$ cat config.mk
export PLATFORM = sky130hd
export DESIGN_NAME = scanline_run_center_detector_unit
export DESIGN_NICKNAME = d
export VERILOG_FILES = /design/src/rtl/srcd_pkg.sv /design/src/rtl/srcd_lane.sv /design/src/rtl/scanline_run_center_detector_unit.sv
export SDC_FILE = /design/constraint.sdc
export NUM_CORES = 1
export LEC_CHECK = 0
export ABC_CLOCK_PERIOD_IN_PS = 19990
export BUFFER_PORTS_ARGS = -buffer_cell sky130_fd_sc_hd__buf_2
export CAP_MARGIN = 20
export CORE_ASPECT_RATIO = 1.75
export CORE_MARGIN = 2
export CORE_UTILIZATION = 34
export DETAILED_ROUTE_END_ITERATION = 7
export SETUP_SLACK_MARGIN = 0.15
export SLEW_MARGIN = 20
export SYNTH_ARGS = -nofsm -noshare
export SYNTH_HDL_FRONTEND = slang
export SYNTH_SLANG_ARGS = --single-unit
$ cat constraint.sdc
create_clock -name clk_i -period 19.99 [get_ports clk_i]
set_clock_uncertainty 0.15 [all_clocks]
set_input_delay 0 -clock clk_i [delete_from_list [all_inputs] [get_ports clk_i]]
set_output_delay 0 -clock clk_i [all_outputs]
set_load 0.005 [all_outputs]
$ cat src/rtl/srcd_pkg.sv
// Shared constants for the scan-line run center detector
`default_nettype none

package srcd_pkg;

  // distance outputs are unsigned fixed point and saturate at the top code
  localparam int unsigned DIST_BITS = 17;
  localparam logic [DIST_BITS-1:0] DIST_MAX = 17'h1FFFF;

  // configuration register indexes
  localparam int unsigned CFG_IDX_BITS = 2;
  localparam logic [CFG_IDX_BITS-1:0] REG_ROBOT_X = 2'd0;
  localparam logic [CFG_IDX_BITS-1:0] REG_ROBOT_Y = 2'd1;

endpackage

`default_nettype wire

$ cat src/rtl/srcd_lane.sv
// Serial sum-of-squares and bit-serial integer square root lane
`default_nettype none

module srcd_lane #(
  parameter int unsigned OP_BITS = 13,
  parameter int unsigned SHIFT   = 8,
  localparam int unsigned ROOT_BITS = (2 * OP_BITS + 1 + SHIFT + 1) / 2
) (
  input  logic                 clk_i,
  input  logic                 rst_ni,
  input  logic                 start_i,
  input  logic [OP_BITS-1:0]   op_a_i,
  input  logic [OP_BITS-1:0]   op_b_i,
  output logic                 busy_o,
  output logic [ROOT_BITS-1:0] root_o
);

  localparam int unsigned PROD_BITS = 2 * OP_BITS;
  localparam int unsigned SQ_BITS   = 2 * OP_BITS + 1;
  localparam int unsigned RAD_BITS  = 2 * ROOT_BITS;
  localparam int unsigned REM_BITS  = ROOT_BITS + 2;
  localparam int unsigned MAX_STEPS = (OP_BITS > ROOT_BITS) ? OP_BITS : ROOT_BITS;
  localparam int unsigned CNT_BITS  = $clog2(MAX_STEPS);

  typedef enum logic [1:0] {
    L_IDLE,
    L_SQUARE,
    L_ROOT
  } lane_state_e;

  lane_state_e            state_q, state_d;
  logic [CNT_BITS-1:0]    cnt_q, cnt_d;
  logic [OP_BITS-1:0]     mul_a_q, mul_a_d;
  logic [OP_BITS-1:0]     mul_b_q, mul_b_d;
  logic [PROD_BITS-1:0]   pa_q, pa_d;
  logic [PROD_BITS-1:0]   pb_q, pb_d;
  logic [SQ_BITS-1:0]     acc_q, acc_d;
  logic [RAD_BITS-1:0]    rad_q, rad_d;
  logic [REM_BITS-1:0]    rem_q, rem_d;
  logic [ROOT_BITS-1:0]   root_q, root_d;
  logic [REM_BITS-1:0]    rem_sh;
  logic [REM_BITS-1:0]    trial;

  // one root step: bring down two radicand bits, try to set the next root bit
  assign rem_sh = {rem_q[REM_BITS-3:0], rad_q[RAD_BITS-1 -: 2]};
  assign trial  = {root_q, 2'b01};

  // next-state logic: square phase one multiplier bit a cycle, then one root bit a cycle
  always_comb begin
    state_d = state_q;
    cnt_d   = cnt_q;
    mul_a_d = mul_a_q;
    mul_b_d = mul_b_q;
    pa_d    = pa_q;
    pb_d    = pb_q;
    acc_d   = acc_q;
    rad_d   = rad_q;
    rem_d   = rem_q;
    root_d  = root_q;
    unique case (state_q)
      L_IDLE: begin
        if (start_i) begin
          mul_a_d = op_a_i;
          mul_b_d = op_b_i;
          pa_d    = PROD_BITS'(op_a_i);
          pb_d    = PROD_BITS'(op_b_i);
          acc_d   = '0;
          cnt_d   = CNT_BITS'(OP_BITS - 1);
          state_d = L_SQUARE;
        end
      end
      L_SQUARE: begin
        acc_d   = acc_q + (mul_a_q[0] ? SQ_BITS'(pa_q) : '0)
                        + (mul_b_q[0] ? SQ_BITS'(pb_q) : '0);
        mul_a_d = mul_a_q >> 1;
        mul_b_d = mul_b_q >> 1;
        pa_d    = pa_q << 1;
        pb_d    = pb_q << 1;
        if (cnt_q == '0) begin
          rad_d   = RAD_BITS'(acc_d) << SHIFT;
          rem_d   = '0;
          root_d  = '0;
          cnt_d   = CNT_BITS'(ROOT_BITS - 1);
          state_d = L_ROOT;
        end else begin
          cnt_d = cnt_q - 1'b1;
        end
      end
      L_ROOT: begin
        rad_d = rad_q << 2;
        if (rem_sh >= trial) begin
          rem_d  = rem_sh - trial;
          root_d = {root_q[ROOT_BITS-2:0], 1'b1};
        end else begin
          rem_d  = rem_sh;
          root_d = {root_q[ROOT_BITS-2:0], 1'b0};
        end
        if (cnt_q == '0) begin
          state_d = L_IDLE;
        end else begin
          cnt_d = cnt_q - 1'b1;
        end
      end
      default: begin
        state_d = L_IDLE;
      end
    endcase
  end

  // lane state and datapath registers
  always_ff @(posedge clk_i or negedge rst_ni) begin
    if (!rst_ni) begin
      state_q <= L_IDLE;
      cnt_q   <= '0;
      mul_a_q <= '0;
      mul_b_q <= '0;
      pa_q    <= '0;
      pb_q    <= '0;
      acc_q   <= '0;
      rad_q   <= '0;
      rem_q   <= '0;
      root_q  <= '0;
    end else begin
      state_q <= state_d;
      cnt_q   <= cnt_d;
      mul_a_q <= mul_a_d;
      mul_b_q <= mul_b_d;
      pa_q    <= pa_d;
      pb_q    <= pb_d;
      acc_q   <= acc_d;
      rad_q   <= rad_d;
      rem_q   <= rem_d;
      root_q  <= root_d;
    end
  end

  assign busy_o = (state_q != L_IDLE);
  assign root_o = root_q;

endmodule

`default_nettype wire

$ cat src/rtl/scanline_run_center_detector_unit.sv
// A pixel that does not close a reportable run is taken without stalling the input.
// A pixel that closes a run holds the input stalled while both lanes compute: COORD_BITS+1
// square steps and COORD_BITS+FRAC_BITS+2 root steps in the width lane, the longer lane,
// and then the output register is loaded once it is free.
// The input is taken again while the finished result waits in the output register.
// Reset (asynchronous, active low) clears run state, robot position and output valid.
`default_nettype none

module scanline_run_center_detector_unit #(
  parameter int unsigned COORD_BITS = 12,
  parameter int unsigned FRAC_BITS  = 4
) (
  input  logic                              clk_i,
  input  logic                              rst_ni,
  // configuration writes
  input  logic                              cfg_valid_i,
  output logic                              cfg_ready_o,
  input  logic [srcd_pkg::CFG_IDX_BITS-1:0] cfg_index_i,
  input  logic [COORD_BITS-1:0]             cfg_data_i,
  // pixel requests
  input  logic                              in_valid_i,
  output logic                              in_stall_o,
  input  logic [COORD_BITS-1:0]             pos_x_i,
  input  logic [COORD_BITS-1:0]             pos_y_i,
  input  logic                              is_line_i,
  input  logic                              last_pixel_i,
  // run reports
  output logic                              out_valid_o,
  input  logic                              out_stall_i,
  output logic [COORD_BITS-1:0]             start_x_o,
  output logic [COORD_BITS-1:0]             start_y_o,
  output logic [COORD_BITS-1:0]             end_x_o,
  output logic [COORD_BITS-1:0]             end_y_o,
  output logic [COORD_BITS:0]               center_x_half_o,
  output logic [COORD_BITS:0]               center_y_half_o,
  output logic [srcd_pkg::DIST_BITS-1:0]    run_width_o,
  output logic [srcd_pkg::DIST_BITS-1:0]    robot_distance_o
);

  import srcd_pkg::*;

  localparam int unsigned OP_BITS   = COORD_BITS + 1;
  localparam int unsigned W_SHIFT   = 2 * FRAC_BITS;
  localparam int unsigned D_SHIFT   = 2 * FRAC_BITS - 2;
  localparam int unsigned W_ROOT    = (2 * OP_BITS + 1 + W_SHIFT + 1) / 2;
  localparam int unsigned D_ROOT    = (2 * OP_BITS + 1 + D_SHIFT + 1) / 2;
  localparam int unsigned W_CMP     = (W_ROOT + 1 > DIST_BITS) ? W_ROOT + 1 : DIST_BITS;
  localparam int unsigned D_CMP     = (D_ROOT > DIST_BITS) ? D_ROOT : DIST_BITS;
  localparam int unsigned ONE_FRAC  = 1 << FRAC_BITS;

  typedef enum logic {
    T_IDLE,
    T_CALC
  } top_state_e;

  top_state_e              state_q, state_d;
  logic                    out_valid_q, out_valid_d;

  logic                    inside_q;
  logic [COORD_BITS-1:0]   first_x_q, first_y_q, latest_x_q, latest_y_q;
  logic [COORD_BITS-1:0]   robot_x_q, robot_y_q;

  logic [COORD_BITS-1:0]   pend_sx_q, pend_sy_q, pend_ex_q, pend_ey_q;
  logic [COORD_BITS:0]     pend_cx_q, pend_cy_q;

  logic [COORD_BITS-1:0]   out_sx_q, out_sy_q, out_ex_q, out_ey_q;
  logic [COORD_BITS:0]     out_cx_q, out_cy_q;
  logic [DIST_BITS-1:0]    out_width_q, out_dist_q;

  logic                    in_acc;
  logic                    emit;
  logic                    finish;
  logic                    w_busy, d_busy;
  logic [W_ROOT-1:0]       w_root;
  logic [D_ROOT-1:0]       d_root;
  logic [COORD_BITS-1:0]   dx, dy;
  logic [COORD_BITS:0]     cx_sum, cy_sum, rob_x2, rob_y2, hx, hy;
  logic [W_CMP-1:0]        width_sum;
  logic [DIST_BITS-1:0]    width_sat, dist_sat;

  assign in_acc     = in_valid_i && !in_stall_o;
  assign in_stall_o = (state_q != T_IDLE);

  // a non-line pixel closes the open run; single-point runs report nothing
  assign emit = in_acc && !is_line_i && inside_q &&
                ((first_x_q != latest_x_q) || (first_y_q != latest_y_q));

  // endpoint offsets and center to robot offsets in half pixels
  assign dx     = (first_x_q >= latest_x_q) ? first_x_q - latest_x_q : latest_x_q - first_x_q;
  assign dy     = (first_y_q >= latest_y_q) ? first_y_q - latest_y_q : latest_y_q - first_y_q;
  assign cx_sum = {1'b0, first_x_q} + {1'b0, latest_x_q};
  assign cy_sum = {1'b0, first_y_q} + {1'b0, latest_y_q};
  assign rob_x2 = {robot_x_q, 1'b0};
  assign rob_y2 = {robot_y_q, 1'b0};
  assign hx     = (cx_sum >= rob_x2) ? cx_sum - rob_x2 : rob_x2 - cx_sum;
  assign hy     = (cy_sum >= rob_y2) ? cy_sum - rob_y2 : rob_y2 - cy_sum;

  // width lane: sqrt((dx^2 + dy^2) * 4^F)
  srcd_lane #(
    .OP_BITS (OP_BITS),
    .SHIFT   (W_SHIFT)
  ) u_width_lane (
    .clk_i   (clk_i),
    .rst_ni  (rst_ni),
    .start_i (emit),
    .op_a_i  (OP_BITS'(dx)),
    .op_b_i  (OP_BITS'(dy)),
    .busy_o  (w_busy),
    .root_o  (w_root)
  );

  // distance lane: sqrt((hx^2 + hy^2) * 4^F / 4)
  srcd_lane #(
    .OP_BITS (OP_BITS),
    .SHIFT   (D_SHIFT)
  ) u_dist_lane (
    .clk_i   (clk_i),
    .rst_ni  (rst_ni),
    .start_i (emit),
    .op_a_i  (hx),
    .op_b_i  (hy),
    .busy_o  (d_busy),
    .root_o  (d_root)
  );

  // add one pixel to the width and saturate both distances
  assign width_sum = W_CMP'(w_root) + W_CMP'(ONE_FRAC);
  assign width_sat = (width_sum > W_CMP'(DIST_MAX)) ? DIST_MAX : DIST_BITS'(width_sum);
  assign dist_sat  = (D_CMP'(d_root) > D_CMP'(DIST_MAX)) ? DIST_MAX : DIST_BITS'(d_root);

  // both lanes done and output register free or emptying this cycle
  assign finish = (state_q == T_CALC) && !w_busy && !d_busy &&
                  (!out_valid_q || !out_stall_i);

  // sequencer next state
  always_comb begin
    state_d     = state_q;
    out_valid_d = out_valid_q;
    if (out_valid_q && !out_stall_i) begin
      out_valid_d = 1'b0;
    end
    unique case (state_q)
      T_IDLE: begin
        if (emit) begin
          state_d = T_CALC;
        end
      end
      T_CALC: begin
        if (finish) begin
          out_valid_d = 1'b1;
          state_d     = T_IDLE;
        end
      end
      default: begin
        state_d = T_IDLE;
      end
    endcase
  end

  // sequencer state and output valid
  always_ff @(posedge clk_i or negedge rst_ni) begin
    if (!rst_ni) begin
      state_q     <= T_IDLE;
      out_valid_q <= 1'b0;
    end else begin
      state_q     <= state_d;
      out_valid_q <= out_valid_d;
    end
  end

  // run tracking; the last pixel of a line clears it
  always_ff @(posedge clk_i or negedge rst_ni) begin
    if (!rst_ni) begin
      inside_q   <= 1'b0;
      first_x_q  <= '0;
      first_y_q  <= '0;
      latest_x_q <= '0;
      latest_y_q <= '0;
    end else if (in_acc) begin
      if (last_pixel_i) begin
        inside_q   <= 1'b0;
        first_x_q  <= '0;
        first_y_q  <= '0;
        latest_x_q <= '0;
        latest_y_q <= '0;
      end else begin
        inside_q <= is_line_i;
        if (is_line_i) begin
          latest_x_q <= pos_x_i;
          latest_y_q <= pos_y_i;
          if (!inside_q) begin
            first_x_q <= pos_x_i;
            first_y_q <= pos_y_i;
          end
        end
      end
    end
  end

  // robot position registers
  always_ff @(posedge clk_i or negedge rst_ni) begin
    if (!rst_ni) begin
      robot_x_q <= '0;
      robot_y_q <= '0;
    end else if (cfg_valid_i && cfg_ready_o) begin
      unique case (cfg_index_i)
        REG_ROBOT_X: robot_x_q <= cfg_data_i;
        REG_ROBOT_Y: robot_y_q <= cfg_data_i;
        default: begin
        end
      endcase
    end
  end

  assign cfg_ready_o = 1'b1;

  // endpoints of the run under calculation
  always_ff @(posedge clk_i) begin
    if (emit) begin
      pend_sx_q <= first_x_q;
      pend_sy_q <= first_y_q;
      pend_ex_q <= latest_x_q;
      pend_ey_q <= latest_y_q;
      pend_cx_q <= cx_sum;
      pend_cy_q <= cy_sum;
    end
  end

  // output register
  always_ff @(posedge clk_i) begin
    if (finish) begin
      out_sx_q    <= pend_sx_q;
      out_sy_q    <= pend_sy_q;
      out_ex_q    <= pend_ex_q;
      out_ey_q    <= pend_ey_q;
      out_cx_q    <= pend_cx_q;
      out_cy_q    <= pend_cy_q;
      out_width_q <= width_sat;
      out_dist_q  <= dist_sat;
    end
  end

  assign out_valid_o      = out_valid_q;
  assign start_x_o        = out_sx_q;
  assign start_y_o        = out_sy_q;
  assign end_x_o          = out_ex_q;
  assign end_y_o          = out_ey_q;
  assign center_x_half_o  = out_cx_q;
  assign center_y_half_o  = out_cy_q;
  assign run_width_o      = out_width_q;
  assign robot_distance_o = out_dist_q;

endmodule

`default_nettype wire

== Word level (Yosys, flattened, before mapping) ==
Cells that the tools add are included.

* Bitwise operators: 1
* Order comparisons: 8
* $add $sub $neg: 19
* Mux-type cells: 74
* Equality and inequality tests: 16
* Reductions and logical operators: 42

{| class="wikitable"
|+ Operator list
! kind !! number
|-
| $mux 26 || 8
|-
| $pmux 26 s2 || 4
|-
| $mux 12 || 12
|-
| $add 27x27->27 || 4
|-
| $pmux 27 s2 || 2
|-
| $pmux 13 s2 || 4
|-
| $mux 13 || 6
|-
| $pmux 18 s2 || 2
|-
| $pmux 36 s2 || 1
|-
| $pmux 17 s2 || 2
|-
| $pmux 34 s2 || 1
|-
| $mux 18 || 3
|-
| $sub 13x13->13 || 4
|-
| $mux 17 || 3
|-
| $sub 12x12->12 || 4
|-
| $mux 36 || 1
|-
| $mux 34 || 1
|-
| $pmux 5 s3 || 2
|-
| $mux 27 || 1
|-
| $add 12x12->13 || 2
|-
| $ge 13x13->1 || 2
|-
| $mux 5 || 5
|-
| $ge 12x12->1 || 2
|-
| $ne 12x12->1 || 2
|-
| 26 further kinds || 82
|}

* Bits of input ports: 45
* Register bits: 621
* Word-level logic and storage cells: 203

== Longest topological paths before layout ==
Gate-level depths: netlist (run 1).

* Word-level depth: 7
* Depth in mapped cells: 24

== Cells and area by module ==
Synthesis (run 1) repeated with hierarchy kept, for this count alone.

* Cells, all modules: 3613
* Area, all modules: 35272.6 sq um

{| class="wikitable"
|+ Modules (own cells, without submodules)
! module !! instances !! seq. area each (sq um) !! cells each !! area an instance (sq um)
|-
| scanline_run_center_detector_unit || 1 || 7342.0 || 1286 || 14242.4
|-
| srcd_lane (u_dist_lane) || 1 || 4354.2 || 1151 || 10526.3
|-
| srcd_lane (u_width_lane) || 1 || 4404.2 || 1176 || 10503.8
|}

== Least setup slack after synthesis (run 1) ==
OpenSTA, ideal clock, no wires.

* Path kind: register -> register
* Start: register u_dist_lane.state_q[0]
* End: register out_cx_q[0] (netlist: center_x_half_o[0]), enable pin
* Arrival time: 6.099 ns
* Buffers on the path: 0
* Stages on the path, launching flop included: 5
* Setup time: 0.612 ns
* Period minus slack after synthesis: 6.861 ns
* Slack: 13.129 ns
* Path through: dfrtp_1 > inv_1 > ha_1 > nand3_1 > a21oi_1

* Cells in the longest elaborated chain, start to end: 4

{| class="wikitable"
|+ Ends and longest elaborated chain
! element !! line !! source
|-
| start: declaration || srcd_lane.sv:31 || <nowiki>lane_state_e state_q, state_d;</nowiki>
|-
| start signal: assignment || srcd_lane.sv:124 || <nowiki>state_q <= state_d;</nowiki>
|-
| $reduce_bool 2->1 || srcd_lane.sv:137 || <nowiki>assign busy_o = (state_q != L_IDLE);</nowiki>
|-
| $logic_not 1->1 || scanline_run_center_detector_unit.sv:132 || <nowiki>assign finish = (state_q == T_CALC) && !w_busy && !d_busy &&</nowiki>
|-
| $logic_and 1x1->1 (2 in series) || scanline_run_center_detector_unit.sv:132 ||
|-
| via finish || scanline_run_center_detector_unit.sv:72 || <nowiki>logic finish;</nowiki>
|-
| end signal: assignment || scanline_run_center_detector_unit.sv:236 || <nowiki>out_cx_q <= pend_cx_q;</nowiki>
|-
| end: declaration || scanline_run_center_detector_unit.sv:67 || <nowiki>logic [COORD_BITS:0] out_cx_q, out_cy_q;</nowiki>
|}

The timed path passes the listed nets, and every way through them passes these cells.
A chain may end at the register's enable or synchronous reset.

== Worst setup path in the final report (run 1) ==
* Start: register first_x_q[0]
* End: register u_dist_lane.pa_q[8]

* Cells in the longest elaborated chain, start to end: 5

{| class="wikitable"
|+ Ends and longest elaborated chain
! element !! line !! source
|-
| start: declaration || scanline_run_center_detector_unit.sv:60 || <nowiki>logic [COORD_BITS-1:0] first_x_q, first_y_q, latest_x_q, latest_y_q;</nowiki>
|-
| start signal: assignment || scanline_run_center_detector_unit.sv:192 || <nowiki>first_x_q <= pos_x_i;</nowiki>
|-
| $add 12x12->13 || scanline_run_center_detector_unit.sv:91 || <nowiki>assign cx_sum = {1'b0, first_x_q} + {1'b0, latest_x_q};</nowiki>
|-
| via cx_sum[10] || scanline_run_center_detector_unit.sv:77 || <nowiki>logic [COORD_BITS:0] cx_sum, cy_sum, rob_x2, rob_y2, hx, hy;</nowiki>
|-
| $ge 13x13->1 || scanline_run_center_detector_unit.sv:95 || <nowiki>assign hx = (cx_sum >= rob_x2) ? cx_sum - rob_x2 : rob_x2 - cx_sum;</nowiki>
|-
| $mux 13 || scanline_run_center_detector_unit.sv:95 ||
|-
| $mux 26 || srcd_lane.sv:62 || <nowiki>if (start_i) begin</nowiki>
|-
| $pmux 26 s2 || srcd_lane.sv:60 || <nowiki>unique case (state_q)</nowiki>
|-
| end signal: assignment || srcd_lane.sv:128 || <nowiki>pa_q <= pa_d;</nowiki>
|-
| end: declaration || srcd_lane.sv:35 || <nowiki>logic [PROD_BITS-1:0] pa_q, pa_d;</nowiki>
|}

The timed path passes the listed nets, and every way through them passes these cells. The select of a mux whose other input is x is not followed.

==> flow_summary.yaml, run 1 <==
placed_design:
  detailed_place_hpwl_um: 65300
  place_congestion: 0.910
  io_buffer_count: 154
  dp_cells: 4690
power:
  peakVddDrop_mv: 0.113
  powerDensity_mw_per_mm2: 167
  power_leakage_nw: 17.8
critical_path:
  crit_type: "reg2reg"
  cp_max_fo: 21
  startpoint_type: "flop"
  worstSetupEndpointType: "flop"
  r2r_cells: 21
  crit_buf_inv: 1
  cp_slowest_stage_delay_ns: 0.42
  r2r_slack_ns: 14.61
  required_ns: 20.39
  r2r_start: "first_x_q[0]"
  cp_slowest_cell: "dfrtp_1"
  rr_endpoint: "u_dist_lane.pa_q[8]"
  critPathArrivalTime_ns: 5.78
  crit_path_cell_trace: "ha_1, fa_1, nor2b_1, o21bai_1, a21oi_1, o22ai_1, nor2_1, nor2_1, o21ai_0, xnor2_1, ha_1, a21o_1, a21o_1, a211oi_1, o2bb2ai_1, buf_4, mux2_2, a22oi_1, xnor2_1, nor2_1, a221o_1"
  cp_top_family: "compound AO/OA/AOI/OAI gates"
  crit_top_cell: "nor2_1"
grt:
  grt_pass1_wl_um: 145000
  grt_usage_pct: 17.6
  overflow: 0
  grt_max_degree: 151
  first_global_vias: 26100
  antenna_found_initial: 5
floorplanning:
  die_width_um: 244
  chipHeight_um: 423
  initial_core_util_pct: 34.3
  die_area_mm2: 0.103
  row_count: 153
  coreArea_mm2: 0.0995
  io_pins: 156
cells_and_area:
  fin_cells: 4900
  drive_gt1_share_pct: 10.2
  area_growth_pct: 15.3
  final_util_pct: 39.6
  nNetsFinal: 3849
yosys:
  syn_avg_cell_area_um2: 10.2
  yosys_warnings: 0
  syn_inst: 3356
  ys.flop_type: "dfrtp_1"
  synth_seq_cells: 605
  ys_seq_area_share_pct: 47.0
  synth_nets: 3673
  syn_area_mm2: 0.0342
  synth_edf_count: 182
  synth.distinct_cells: 97
  synth-async-reset-ratio_pct: 69.9
sta:
  finalSetupViolCount: 0
  period_share_pct: 26.9
  slew_violations: 0
  min_period_ns: 5.38
  final_hold_viol_count: 0
  max_freq_mhz: 186
  fin_tns_setup_ns: 0
  slew_headroom_pct: 23.8
  worst_pin_slew_ns: 1.13
  hold_ws_ns: 0.0242
  rsz0062_at_grt: "false"
drt:
  ant_nets: 0
  drt_iter0_drc: 1333
  drcViolationCount: 0
  wl_per_cell_um: 18.6
  dr.pass1.iters: 6
  via_per_inst: 5.11
  wirelength_um: 90900
  vias: 25100
clocking:
  cts_tree: "built"
  cts.sinks: 605
  root_buffer: "clkbuf_16"
  clockBufferDepth: 3
  cts_buffers: 59
  htree_levels: 2
  postCtsSetupRepairBufs: 0
  clock_latency_ns: 0.67
  path_clk_slew_ns: 0.07
worst_hold_path:
  min_from: "pos_x_i[9]"
  hold_end: "first_x_q[9]"
  whs_path_depth: 4
  hp-class: "in2reg"
run_status:
  status: "complete, no violations"
flow_run:
  cap_violations: 0
[where the power goes]
group / leakage [nW] / internal (mW) / switching [mW]
Sequential: 7.23 / 1.65 / 0.244
Clock: 1.01 / 0.712 / 0.527
Combinational: 9.55 / 1.37 / 2.09
Total: 17.8 / 3.73 / 2.86
[cell usage after synthesis, types with 37 or more instances]
master / instances / share of area, %
ha_1: 208 / 7.6
inv_1: 339 / 3.7
nand3_1: 53 / 0.78
xor2_1: 39 / 1.0
nor3_1: 37 / 0.54
mux2i_1: 86 / 2.5
dfrtp_1: 423 / 31
nor2_1: 153 / 1.7
a21o_1: 73 / 1.6
edfxtp_1: 182 / 16
a22o_1: 112 / 2.9
o21ai_1: 54 / 0.79
buf_2: 41 / 0.60
fa_1: 64 / 3.7
nand2_1: 384 / 4.2
o22ai_1: 45 / 0.82
a21oi_1: 174 / 2.5
xnor2_1: 111 / 2.8
o21ai_0: 189 / 2.8
a22oi_1: 53 / 1.2
clkbuf_1: 112 / 1.2
[through the flow]
| step | total power [mW] | area (µm²) | setup slack (ns) |
|---|---|---|---|
| detailed placement | 5.36 | 36300 | 14.65 |
| global route | 7.10 | 39400 | 14.19 |
| floorplan | 4.39 | 34200 | 13.13 |
| global placement | 5.33 | 36300 | 14.76 |
| finish | 6.59 | 39400 | 14.61 |
| CTS | 6.66 | 39400 | 14.64 |
[how the worst max path moves through the flow]
| stage | to | from | depth (start not counted) | slack [ns] |
|---|---|---|---|---|
| after floorplan | center_x_half_o[0] | u_dist_lane.state_q[0] | 4 | 13.13 |
| after global placement | u_dist_lane.pa_q[8] | latest_x_q[0] | 21 | 14.76 |
| after detailed placement | u_dist_lane.mul_a_q[8] | latest_x_q[0] | 21 | 14.65 |
| after CTS | u_dist_lane.pa_q[8] | first_x_q[0] | 21 | 14.64 |
| after global routing | u_dist_lane.pa_q[8] | first_x_q[0] | 21 | 14.19 |
| final | u_dist_lane.pa_q[8] | first_x_q[0] | 21 | 14.61 |
[registers in the layout, summed over array words and instances (netlist names), 13 cells and up]
| signal | flops |
|---|---|
| u_width_lane.pb_q | 26 |
| u_dist_lane.mul_b_q | 13 |
| pend_cx_q | 13 |
| u_width_lane.root_o | 18 |
| u_width_lane.rem_q | 18 |
| u_dist_lane.pa_q | 26 |
| u_dist_lane.acc_q | 27 |
| u_width_lane.rad_q | 28 |
| u_dist_lane.pb_q | 26 |
| u_width_lane.pa_q | 26 |
| u_dist_lane.rem_q | 17 |
| pend_cy_q | 13 |
| run_width_o | 17 |
| center_y_half_o | 13 |
| center_x_half_o | 13 |
| u_dist_lane.rad_q | 28 |
| u_dist_lane.mul_a_q | 13 |
| robot_distance_o | 17 |
| u_width_lane.acc_q | 27 |
| u_dist_lane.root_o | 17 |
[cells by family after synthesis]
group / synth area share, %
AOI/OAI and AO/OA: 18.3
xor gates and xnor gates: 3.84
adders and majority gates: 11.4
buffers and inverters: 5.90
DFF: 47.0
muxes: 3.39
other: 0.0110
and+or+nand+nor: 10.3
[cell usage in the layout (no fill, tap or decap), types with 10 or more instances in the layout]
cell           count
a211oi_1          13
a21o_1            73
a21oi_1          172
a221o_1           32
a221oi_1          13
a22o_1           112
a22oi_1           53
a31oi_1           21
and2_1            10
and3_1            18
buf_2            153
buf_4             32
bufinv_16         10
clkbuf_16         61
clkinvlp_4        10
dfrtp_1          423
dlygate4sd3_1     97
edfxtp_1         182
fa_1              64
ha_1             206
inv_1            339
mux2_2            22
mux2i_1           84
nand2_1          383
nand2b_1          32
nand3_1           53
nand4_1           18
nor2_1           151
nor2b_1           26
nor3_1            36
o211ai_1          11
o21a_1            16
o21ai_0          189
o21ai_1           53
o21bai_1          19
o22ai_1           45
or3_1             10
xnor2_1          111
xor2_1            39
[worst reg2reg max path, stage by stage, from the launching register on]
cell and delay, ns:
dfrtp_1 0.42, ha_1 0.26, fa_1 0.41, nor2b_1 0.15
o21bai_1 0.23, a21oi_1 0.13, o22ai_1 0.37, nor2_1 0.07
nor2_1 0.09, o21ai_0 0.12, xnor2_1 0.31, ha_1 0.41
a21o_1 0.20, a21o_1 0.19, a211oi_1 0.19, o2bb2ai_1 0.15
buf_4 0.28, mux2_2 0.40, a22oi_1 0.23, xnor2_1 0.15
nor2_1 0.07, a221o_1 0.27
[metal layers]
| layer | GRT usage, % | part of all wire [%] | wire, µm |
|---|---|---|---|
| met1 | 19.3 | 39 | 35300 |
| met2 | 34.1 | 55 | 49700 |
| met4 | 6.84 | 3.9 | 3570 |
| met5 | 0 | 0.019 | 17 |
| met3 | 1.81 | 2.6 | 2370 |
[final cells by class]
class | count | area (µm²)
inverters | 345 | 1290
flip-flops and latches | 605 | 16100
fillers | 9878 | 60100
clock inverters | 36 | 515
multi-input cells | 2236 | 16200
diodes | 1 | 2.50
clock buffers | 75 | 1630
repair buffers | 285 | 2040
well taps | 1317 | 1650
[what timing repair did]
item                                   in CTS  in global routing
gates resized for setup                     0                  0
hold buffers                               98                  0
endpoints found under the hold margin     369                  0
(Power assumes the default switching activity.)
==> run 2: changes to the inputs <==
ABC_CLOCK_PERIOD_IN_PS = 5500   (was 19990)
clock period = 5.5 ns   (was 19.99 ns; I/O delays follow)
==> run 2 against run 1 <==
  * Critical path depth decreased by 1
  * Worst hold slack improved by 0.0089 ns
  * Combinational power grew to 3.6 times the previous value
  * Sequential share of layout area shrank 0.13 points
  * Register-to-register slack got worse by 14 ns
  * Design area grew 0.31%
  * Die area unchanged
  * Critical path type unchanged
  * Largest power group unchanged
  * Highest routed layer unchanged
==> flow_summary.yaml, run 2 (synthesized netlist as in run 1, its figures left out) <==
flow_run:
  cap_violations: 0
run_status:
  status: "complete, no violations"
grt:
  grt_usage_pct: 17.5
  grt_max_degree: 163
  antenna_found_initial: 2
  overflow: 0
  first_global_vias: 26400
  grt_pass1_wl_um: 144000
clocking:
  postCtsSetupRepairBufs: 0
  clock_latency_ns: 0.68
  cts_buffers: 59
  path_clk_slew_ns: 0.08
  htree_levels: 2
  cts_tree: "built"
  clockBufferDepth: 3
  cts.sinks: 605
  root_buffer: "clkbuf_16"
cells_and_area:
  reg.largest.list: "u_dist_lane.rad_q x28, u_width_lane.rad_q x28"
  design_area_mm2: 0.0395
  drive_gt1_share_pct: 10.6
  area_growth_pct: 15.7
  register_area_mm2: 0.0161
  fillers: 9808
  nNetsFinal: 3867
  multi_input_area_mm2: 0.0163
  final_common_cell: "dfrtp_1"
  final_util_pct: 39.7
  mostFrequentLayoutCells: "423 x dfrtp_1, 384 x nand2_1, 339 x inv_1"
placed_design:
  io_buffer_count: 154
  place_congestion: 0.914
  dpl_cell_area_mm2: 0.0364
  detailed_place_hpwl_um: 65300
power:
  total_power_mw: 23.9
  powerDensity_mw_per_mm2: 604
  power_leakage_nw: 17.9
  peakVddDrop_mv: 0.618
critical_path:
  cp_slowest_cell: "xnor2_1"
  r2r_cells: 20
  critPathArrivalTime_ns: 5.39
  cp_slowest_stage_delay_ns: 0.57
  required_ns: 5.91
  crit_top_cell: "nor2_1"
  crit_path_cell_trace: "inv_1, ha_1, nor2b_1, o21bai_2, a21oi_1, nor2_1, nor2_1, nor2_1, xnor2_1, ha_4, and3_1, a221oi_1, nor2_1, o31ai_1, o2bb2ai_1, mux2_2, a22oi_1, xnor2_1, nor2_1, a221o_1"
  startpoint_type: "flop"
  cp_max_fo: 9
  crit_type: "reg2reg"
  worstSetupEndpointType: "flop"
sta:
  fin_tns_setup_ns: 0
  max_freq_mhz: 201
  min_period_ns: 4.98
  period_share_pct: 90.6
  slew_violations: 0
  slew_headroom_pct: 27.5
  worst_pin_slew_ns: 1.08
  rsz0062_at_grt: "false"
  final_hold_viol_count: 0
  finalSetupViolCount: 0
worst_hold_path:
  whs_path_depth: 4
  hp-class: "in2reg"
floorplanning:
  die_width_um: 244
  io_pins: 156
  chipHeight_um: 423
  row_count: 153
  initial_core_util_pct: 34.3
  die_area_mm2: 0.103
  coreArea_mm2: 0.0995
drt:
  drt_iter0_drc: 1207
  via_per_inst: 5.14
  dr.pass1.iters: 5
  drcViolationCount: 0
  wirelength_um: 90200
  vias: 25300
  ant_nets: 0
  wl_per_cell_um: 18.3
## run 2: cell count changes in the layout (fill, tap and decap cells not counted), moves of 4 or more
cell,delta
inv_6,+4
buf_4,+10
dlygate4sd3_1,+4
clkinvlp_4,-5
## run 2: path summary, 6_finish.rpt
path,startpoint,end,slack [ns]
setup / recovery,first_x_q[2],u_dist_lane.mul_a_q[8],0.52
hold / removal,pos_x_i[6],first_x_q[6],0.03
setup reg to reg,first_x_q[2],u_dist_lane.mul_a_q[8],0.52
hold reg to reg,pend_ey_q[8],end_y_o[8],0.26
max in group asynchronous,rst_ni,u_dist_lane.state_q[1],3.91
min in group asynchronous,rst_ni,latest_y_q[9],0.37
## run 2: routing by layer
layer  global-route usage [%]  vias up  part of all wire, %
met5                        0        -                0.014
met4                     7.52        2                  4.5
met3                     1.88      168                  2.6
met2                     33.6      413                   54
met1                     19.0    12500                   39
li1                         -    12200                    -
## run 2: critical path: cells and delay by family (launching register included)
family / cells / cell delay, ns
AO/OA/AOI/OAI: 7 / 1.63
adder cells (fa/ha/maj): 2 / 0.74
flip-flops: 1 / 0.40
multiplexers: 1 / 0.40
AND/OR/NAND/NOR: 7 / 0.72
XOR/XNOR: 2 / 0.71
buffers and inverters: 1 / 0.08
## run 2: final cells by class
cell class | instances | area share, %
inverters | 345 | 3.28
multi-input cells | 2236 | 41.1
repair buffers | 303 | 5.63
flip-flops and latches | 605 | 40.6
clock buffers | 74 | 4.01
clock inverters | 38 | 1.17
well taps | 1317 | 4.17
diodes | 3 | 0.0190
## run 2: repair_timing
item	4_1_cts	5_1_grt
resized for setup	0	9
endpoints found under the setup margin	0	8
hold buffers	102	0
hold endpoints to repair	565	0
## run 2: report_power, final
part	internal (mW)	switching [mW]	total, mW	leakage [nW]
registers	6.00	0.908	6.91	7.23
logic	5.06	7.58	12.6	9.66
clock network	2.41	1.94	4.35	0.990
total	13.5	10.4	23.9	17.9
## run 2: per-stage QoR
stage / hold slack, ns / worst slack, ns / cells
after CTS: 0.0158 / 0.372 / 4918
final: 0.0332 / 0.516 / 4921
after floorplan: -0.446 / 0.922 / 3356
after detailed placement: -0.165 / 0.399 / 4704
after global placement: -0.175 / 0.413 / 4704
after global routing: 0.0267 / 0.182 / 4918
